`config.mk`:
```
export PLATFORM = sky130hd
export DESIGN_NAME = modbus_rtu_sensor_query_engine_unit
export DESIGN_NICKNAME = d
export VERILOG_FILES = /design/src/hdl/mrsqe_pkg.sv /design/src/hdl/modbus_rtu_sensor_query_engine_unit.sv
export SDC_FILE = /design/constraint.sdc
export NUM_CORES = 1
export LEC_CHECK = 0
export BUFFER_PORTS_ARGS = -buffer_cell sky130_fd_sc_hd__clkbuf_2
export CORE_UTILIZATION = 45
export CTS_BUF_LIST = sky130_fd_sc_hd__clkbuf_8
export DETAILED_ROUTE_END_ITERATION = 8
export GPL_TIMING_DRIVEN = 0
export PLACE_DENSITY_LB_ADDON = 0.12
export SLEW_MARGIN = 20
export SYNTH_ARGS = -nofsm -noshare
export SYNTH_HDL_FRONTEND = slang
export SYNTH_SLANG_ARGS = --single-unit
```
`constraint.sdc`:
```
create_clock -name i_clk -period 5.6 [get_ports i_clk]
set_input_delay 0.84 -clock i_clk [delete_from_list [all_inputs] [get_ports i_clk]]
set_output_delay 0.84 -clock i_clk [all_outputs]
set_load 0.01 [all_outputs]
```
`src/hdl/mrsqe_pkg.sv`:
```
// Shared types, codes and constants for the Modbus RTU sensor query engine.
// No dependencies.
package mrsqe_pkg;

    localparam logic [15:0] CRC_INIT = 16'hFFFF;
    localparam logic [15:0] CRC_POLY = 16'hA001;

    // command codes: three query starts, one reply byte
    localparam logic [1:0] CMD_HUMITURE = 2'd0;
    localparam logic [1:0] CMD_NOISE    = 2'd1;
    localparam logic [1:0] CMD_PM       = 2'd2;
    localparam logic [1:0] CMD_REPLY    = 2'd3;

    // register indexes of the config port
    localparam logic [2:0] REG_DEV_ADDR  = 3'd0;
    localparam logic [2:0] REG_FUNC      = 3'd1;
    localparam logic [2:0] REG_ADDR_HIGH = 3'd2;
    localparam logic [2:0] REG_ADDR_LOW  = 3'd3;
    localparam logic [2:0] REG_CNT_HIGH  = 3'd4;
    localparam logic [2:0] REG_CNT_LOW   = 3'd5;

    localparam logic [0:0] KIND_TX      = 1'b0;
    localparam logic [0:0] KIND_READING = 1'b1;

    typedef enum logic [2:0] {
        S_IDLE,
        S_REQ_CRC,
        S_REQ_EMIT,
        S_RX_CRC,
        S_READ
    } t_state;

    function automatic logic [7:0] query_offset(input logic [1:0] q);
        case (q)
            CMD_NOISE: query_offset = 8'd2;
            CMD_PM:    query_offset = 8'd3;
            default:   query_offset = 8'd0;
        endcase
    endfunction

    function automatic logic [7:0] query_count(input logic [1:0] q);
        case (q)
            CMD_NOISE: query_count = 8'd1;
            default:   query_count = 8'd2;
        endcase
    endfunction

    // index of the first reply CRC byte (reply length minus two)
    function automatic logic [3:0] reply_crc_index(input logic [1:0] q);
        case (q)
            CMD_NOISE: reply_crc_index = 4'd5;
            default:   reply_crc_index = 4'd7;
        endcase
    endfunction

endpackage

```
`src/hdl/modbus_rtu_sensor_query_engine_unit.sv`:
```
// Modbus RTU master query engine: request build with CRC-16/Modbus, reply check.
// Depends on mrsqe_pkg. One bit-serial CRC unit is shared by request and reply.
// Start item: CRC over 6 bytes bit by bit, then 8 tx beats, one per cycle while the output is free.
// Reply byte: taken while idle; bytes ahead of the reply CRC are then folded in bit by bit.
// Final reply byte: one reading beat, built in the read state and registered when the output is free.
// Input stall is high while the sequencer works.
// Synchronous active-low reset: config to defaults, no query pending, output empty.
module modbus_rtu_sensor_query_engine_unit (
    input  logic        i_clk,
    input  logic        i_rst_n,
    // config write
    input  logic        i_cfg_valid,
    output logic        o_cfg_ready,
    input  logic [2:0]  i_cfg_index,
    input  logic [7:0]  i_cfg_data,
    // input items
    input  logic        i_in_valid,
    output logic        o_in_stall,
    input  logic [1:0]  i_command,
    input  logic [7:0]  i_rx_byte,
    // result items
    output logic        o_out_valid,
    input  logic        i_out_stall,
    output logic        o_kind,
    output logic [7:0]  o_tx_byte,
    output logic        o_last,
    output logic        o_status,
    output logic [1:0]  o_query_done,
    output logic signed [15:0] o_value_a,
    output logic signed [15:0] o_value_b
);
    import mrsqe_pkg::*;

    t_state r_state, n_state;

    logic [7:0]  r_cfg [6];
    logic        r_pending, n_pending;
    logic [1:0]  r_query, n_query;
    logic [3:0]  r_count, n_count;
    logic [15:0] r_crc, n_crc;
    logic [31:0] r_data, n_data;
    logic [7:0]  r_first, n_first;
    logic [7:0]  r_rx, n_rx;
    logic [2:0]  r_idx, n_idx;
    logic [2:0]  r_bit, n_bit;

    logic        r_out_valid, n_out_valid;
    logic        r_kind, n_kind;
    logic [7:0]  r_tx, n_tx;
    logic        r_last, n_last;
    logic        r_status, n_status;
    logic [1:0]  r_qdone, n_qdone;
    logic [15:0] r_va, n_va;
    logic [15:0] r_vb, n_vb;

    logic        in_acc;
    logic        out_free;
    logic [7:0]  req_byte;
    logic [7:0]  feed;
    logic [15:0] crc_in;
    logic [15:0] crc_step;
    logic        crc_good;

    assign o_cfg_ready = 1'b1;
    assign o_in_stall  = (r_state != S_IDLE);
    assign in_acc      = i_in_valid && (r_state == S_IDLE);
    assign out_free    = !r_out_valid || !i_out_stall;

    assign o_out_valid  = r_out_valid;
    assign o_kind       = r_kind;
    assign o_tx_byte    = r_tx;
    assign o_last       = r_last;
    assign o_status     = r_status;
    assign o_query_done = r_qdone;
    assign o_value_a    = r_va;
    assign o_value_b    = r_vb;

    always_comb begin
        case (r_idx)
            3'd0:    req_byte = r_cfg[REG_DEV_ADDR];
            3'd1:    req_byte = r_cfg[REG_FUNC];
            3'd2:    req_byte = r_cfg[REG_ADDR_HIGH];
            3'd3:    req_byte = r_cfg[REG_ADDR_LOW] + query_offset(r_query);
            3'd4:    req_byte = r_cfg[REG_CNT_HIGH];
            3'd5:    req_byte = r_cfg[REG_CNT_LOW] + query_count(r_query);
            3'd6:    req_byte = r_crc[7:0];
            default: req_byte = r_crc[15:8];
        endcase
    end

    // shared CRC unit: byte folded in on bit 0, one shift/xor per cycle
    assign feed     = (r_state == S_RX_CRC) ? r_rx : req_byte;
    assign crc_in   = (r_bit == 3'd0) ? (r_crc ^ {8'h00, feed}) : r_crc;
    assign crc_step = crc_in[0] ? ((crc_in >> 1) ^ CRC_POLY) : (crc_in >> 1);
    assign crc_good = ({r_rx, r_first} == r_crc);

    always_comb begin
        n_state     = r_state;
        n_pending   = r_pending;
        n_query     = r_query;
        n_count     = r_count;
        n_crc       = r_crc;
        n_data      = r_data;
        n_first     = r_first;
        n_rx        = r_rx;
        n_idx       = r_idx;
        n_bit       = r_bit;
        n_out_valid = r_out_valid && i_out_stall;
        n_kind      = r_kind;
        n_tx        = r_tx;
        n_last      = r_last;
        n_status    = r_status;
        n_qdone     = r_qdone;
        n_va        = r_va;
        n_vb        = r_vb;

        unique case (r_state)
            S_IDLE: begin
                if (in_acc) begin
                    if (i_command != CMD_REPLY) begin
                        n_query   = i_command;
                        n_pending = 1'b1;
                        n_count   = 4'd0;
                        n_crc     = CRC_INIT;
                        n_data    = 32'd0;
                        n_first   = 8'd0;
                        n_idx     = 3'd0;
                        n_bit     = 3'd0;
                        n_state   = S_REQ_CRC;
                    end else if (r_pending) begin
                        n_rx    = i_rx_byte;
                        n_count = r_count + 4'd1;
                        if (r_count < reply_crc_index(r_query)) begin
                            if (r_count >= 4'd3 && r_count <= 4'd6) begin
                                n_data = {r_data[23:0], i_rx_byte};
                            end
                            n_bit   = 3'd0;
                            n_state = S_RX_CRC;
                        end else if (r_count == reply_crc_index(r_query)) begin
                            n_first = i_rx_byte;
                        end else begin
                            n_state = S_READ;
                        end
                    end
                end
            end
            S_REQ_CRC: begin
                n_crc = crc_step;
                n_bit = r_bit + 3'd1;
                if (r_bit == 3'd7) begin
                    if (r_idx == 3'd5) begin
                        n_idx   = 3'd0;
                        n_state = S_REQ_EMIT;
                    end else begin
                        n_idx = r_idx + 3'd1;
                    end
                end
            end
            S_REQ_EMIT: begin
                if (out_free) begin
                    n_out_valid = 1'b1;
                    n_kind      = KIND_TX;
                    n_tx        = req_byte;
                    n_last      = (r_idx == 3'd7);
                    n_status    = 1'b0;
                    n_qdone     = r_query;
                    n_va        = 16'd0;
                    n_vb        = 16'd0;
                    n_idx       = r_idx + 3'd1;
                    if (r_idx == 3'd7) begin
                        n_crc   = CRC_INIT;
                        n_state = S_IDLE;
                    end
                end
            end
            S_RX_CRC: begin
                n_crc = crc_step;
                n_bit = r_bit + 3'd1;
                if (r_bit == 3'd7) begin
                    n_state = S_IDLE;
                end
            end
            S_READ: begin
                if (out_free) begin
                    n_out_valid = 1'b1;
                    n_kind      = KIND_READING;
                    n_tx        = 8'd0;
                    n_last      = 1'b1;
                    n_status    = !crc_good;
                    n_qdone     = r_query;
                    n_va        = 16'd0;
                    n_vb        = 16'd0;
                    if (crc_good) begin
                        if (r_query == CMD_NOISE) begin
                            n_va = r_data[15:0];
                        end else begin
                            n_va = r_data[31:16];
                            n_vb = r_data[15:0];
                        end
                    end
                    n_pending = 1'b0;
                    n_count   = 4'd0;
                    n_crc     = CRC_INIT;
                    n_data    = 32'd0;
                    n_first   = 8'd0;
                    n_state   = S_IDLE;
                end
            end
            default: n_state = S_IDLE;
        endcase
    end

    always_ff @(posedge i_clk) begin
        if (!i_rst_n) begin
            r_state     <= S_IDLE;
            r_pending   <= 1'b0;
            r_query     <= CMD_HUMITURE;
            r_count     <= 4'd0;
            r_crc       <= CRC_INIT;
            r_data      <= 32'd0;
            r_first     <= 8'd0;
            r_idx       <= 3'd0;
            r_bit       <= 3'd0;
            r_out_valid <= 1'b0;
        end else begin
            r_state     <= n_state;
            r_pending   <= n_pending;
            r_query     <= n_query;
            r_count     <= n_count;
            r_crc       <= n_crc;
            r_data      <= n_data;
            r_first     <= n_first;
            r_idx       <= n_idx;
            r_bit       <= n_bit;
            r_out_valid <= n_out_valid;
        end
    end

    // payload registers, no reset needed
    always_ff @(posedge i_clk) begin
        r_rx     <= n_rx;
        r_kind   <= n_kind;
        r_tx     <= n_tx;
        r_last   <= n_last;
        r_status <= n_status;
        r_qdone  <= n_qdone;
        r_va     <= n_va;
        r_vb     <= n_vb;
    end

    always_ff @(posedge i_clk) begin
        if (!i_rst_n) begin
            r_cfg[REG_DEV_ADDR]  <= 8'd1;
            r_cfg[REG_FUNC]      <= 8'd3;
            r_cfg[REG_ADDR_HIGH] <= 8'd0;
            r_cfg[REG_ADDR_LOW]  <= 8'd0;
            r_cfg[REG_CNT_HIGH]  <= 8'd0;
            r_cfg[REG_CNT_LOW]   <= 8'd0;
        end else if (i_cfg_valid) begin
            unique case (i_cfg_index)
                REG_DEV_ADDR:  r_cfg[REG_DEV_ADDR]  <= i_cfg_data;
                REG_FUNC:      r_cfg[REG_FUNC]      <= i_cfg_data;
                REG_ADDR_HIGH: r_cfg[REG_ADDR_HIGH] <= i_cfg_data;
                REG_ADDR_LOW:  r_cfg[REG_ADDR_LOW]  <= i_cfg_data;
                REG_CNT_HIGH:  r_cfg[REG_CNT_HIGH]  <= i_cfg_data;
                REG_CNT_LOW:   r_cfg[REG_CNT_LOW]   <= i_cfg_data;
                default: ;  // unmapped index, write ignored
            endcase
        end
    end

endmodule

```
==> results.sh <==
export IMPL_status="finished clean"
export IMPL_nFillCells=1680
export IMPL_most_common_layout_cells="edfxtp_1, nand2_1, dfxtp_1"
export IMPL_fp_dieH_um=138
export IMPL_cp_end_kind="flop"
export IMPL_antenna_found_initial=1
export IMPL_portBuffers=72
export IMPL_max_slew_margin_pct=47.1
export IMPL_cts_root_buf="clkbuf_8"
export IMPL_track_usage_pct=24.2
export IMPL_drt_iter0_markers=475
export IMPL_drtAntennaViolNets=0
export IMPL_core_area_um2=18000
export IMPL_synthFlopType="edfxtp_1"
export IMPL_fin_nets=932
export IMPL_p_int_mw=2.28
export IMPL_area_delta_synth_final_pct=13.7
export IMPL_ctsResizeCount=0
export IMPL_power_switching_mw=1.08
export IMPL_io_pins=74
export IMPL_use_met2_pct=35.1
export IMPL_hold_class="reg2reg"
export IMPL_critPathMaxStageDelay_ns=0.49
export IMPL_final_core_util_pct=52.4
export IMPL_synth_seq_cells=174
export IMPL_die_w_um=138
export IMPL_dr_total_vias=6356
export IMPL_crit_top_cell="buf_2"
export IMPL_dieArea_um2=19000
export IMPL_combPwrFrac_pct=24.9
export IMPL_ys_types=77
export IMPL_worstMarginPinSlew_ns=0.788
export IMPL_async_flop_share_pct=0
export IMPL_sequentialPowerShare_pct=46.6
export IMPL_wl_per_cell_um=19.7
export IMPL_seq_area_frac_synth_pct=54.1
export IMPL_p_clk_share_pct=28.6
export IMPL_netlist_instances=793
export IMPL_drcViolationCount=0
export IMPL_yosys_warnings=0
export IMPL_swShare_pct=32.2
export IMPL_path_max_fanout=10
export IMPL_grt_max_degree=18
export IMPL_timing_fmax_ghz=0.342
export IMPL_via_per_inst=5.63
export IMPL_cp_required_ns=5.95
export IMPL_critPathSlowestCell="nor4_4"
export IMPL_antenna_cells=0
export IMPL_layout_drive_gt1_share_pct=17.7
export IMPL_path_cells="buf_2 -> inv_1 -> ha_1 -> buf_2 -> nor4_4 -> a221oi_2 -> a311oi_2 -> xor2_1 -> xnor2_1 -> o22a_1"
export IMPL_power_mw=3.36
export IMPL_irDropWorstVdd_v=0.000171
export IMPL_drt_pass1_iterations=5
export IMPL_cts_max_level=4
export IMPL_synthesis_area_um2=8310
export IMPL_wirelength_um=22200
export IMPL_clock_latency_ns=0.47
export IMPL_p_per_area_nw_per_um2=356
export IMPL_worst_clock_skew_ns=0.0173
export IMPL_grt_pass1_wl_um=33700
export IMPL_top_usage_layer="met1"
export IMPL_first_global_vias=5974
export IMPL_finalSetupViolations=0
export IMPL_dp_hpwl_um=16300
export IMPL_arrival_ns=3.27
export IMPL_grt_util_met1_pct=36.0
export IMPL_cts_clk_slew_worst_paths_ns=0.09
export IMPL_grt_use_met3_pct=4.61
export IMPL_rsz0062_at_grt="no"
export IMPL_crit_buf_inv=3
export IMPL_num_rows=49
export IMPL_period_needed_ns=2.92
export IMPL_place_gp_congestion=0.860
export IMPL_worstSetupPathType="reg2reg"
export IMPL_layout_commonest_cell="edfxtp_1"
export IMPL_finalHoldViolations=0
export IMPL_cts_inserted_buffers=17
export IMPL_fin_crit_sh_pct=52.2
export IMPL_cts_hold_buf=0
export IMPL_drv_slew=0
export IMPL_cts_setup_buffers=0
export IMPL_cap_violations=0
export IMPL_cts_tree="yes"
export IMPL_grt_overflow=0
export IMPL_startpoint_type="flop"
export IMPL_initial_core_util_pct=46.1
export IMPL_path_delay_family="buffers and inverters"
export IMPL_clk_path_buf_depth=2
export IMPL_synth_edff_count=101
export IMPL_p_leak_nw=3.35
export IMPL_syn_area_per_cell_um2=10.5
export IMPL_clock_sinks=174
export IMPL_syn_nets=838
metal layers:
layer / vias to the layer above / routed length (um)
met5: - / 8
met3: 36 / 1230
met4: 2 / 446
li1: 3026 / -
met1: 3089 / 10800
met2: 203 / 9760
cell families after synthesis:
family                     Yosys count  share of synthesized area [%]
other                                1                         0.0451
DFF                                174                           54.1
adders and majority gates           19                           2.95
xor gates and xnor gates            35                           3.78
muxes                               26                           3.24
buffers and inverters               60                           3.39
and+or+nand+nor                    313                           19.7
AOI/OAI and AO/OA                  165                           12.8
flip-flops by register name, indices dropped and copies added, names as in the netlist, 4 cells and up:
name	flops
o_tx_byte	8
o_value_a	16
o_value_b	16
r_cfg	48
r_count	4
r_crc	16
r_data	32
r_first	8
r_rx	8
Yosys cell counts (7+ instances only):
cell,instances,area [um2]
buf_4,8,60.1
a22oi_1,8,60.1
nand2_1,73,274
edfxtp_1,101,3030
nand2b_1,17,106
a21oi_1,72,360
o22ai_1,11,68.8
dfxtp_1,73,1460
inv_1,17,63.8
nor3_1,7,35.0
xor2_1,10,87.6
xnor2_1,24,210
buf_2,15,75.1
o21ai_0,19,95.1
mux2i_1,19,190
ha_1,18,225
nor2_1,57,214
nand3_1,51,255
clkbuf_1,16,60.1
and2_1,64,400
power groups by stage:
stage          Sequential, mW  Combinational (mW)  Clock, mW
2_1_floorplan            1.60               0.536          0
3_3_place_gp             1.60               0.799          0
3_5_place_dp             1.59               0.823          0
4_1_cts                  1.56               0.830      0.970
5_1_grt                  1.58               0.910       1.02
6_report                 1.56               0.836      0.961
tightest hold or removal path, delay by kind of cell (launching register included):
kind	cells	cell delay (ns)
compound gates	1	0.05
flops	1	0.32
simple gates	1	0.05
area by class of cell:
class / count / area, um2 / area share, %
timing repair buffer: 75 / 394 / 4.17
sequential: 174 / 4490 / 47.6
buffer: 40 / 206 / 2.19
tap: 229 / 287 / 3.03
clock inverter: 12 / 161 / 1.71
multi-input combinational: 559 / 3550 / 37.6
inverter: 20 / 75.1 / 0.795
clock buffer: 20 / 275 / 2.91
path summary, 6_finish.rpt:
kind / to / from / slack (ns) / cells past startpoint
min reg2reg: r_data[29]$_SDFFE_PN0P_ / r_data[29]$_SDFFE_PN0P_ / 0.47 / 2
min: r_data[29]$_SDFFE_PN0P_ / r_data[29]$_SDFFE_PN0P_ / 0.47 / 2
max reg2reg: r_crc[0]$_SDFFE_PN1P_ / r_idx[2]$_SDFFE_PN0P_ / 2.68 / 10
max: r_crc[0]$_SDFFE_PN1P_ / r_idx[2]$_SDFFE_PN0P_ / 2.68 / 10
per-stage QoR:
stage	hold WS, ns	setup slack [ns]	area [um2]	instances	setup TNS [ns]
floorplan	0.431	1.07	8310	793	0
detailed placement	0.449	2.76	9000	1097	0
global route	0.482	2.49	9450	1129	0
finish	0.465	2.68	9450	1129	0
global placement	0.442	-0.598	8960	1094	-25.35
CTS	0.464	2.73	9440	1129	0
Note: power is estimated with default switching activity, not from simulation.
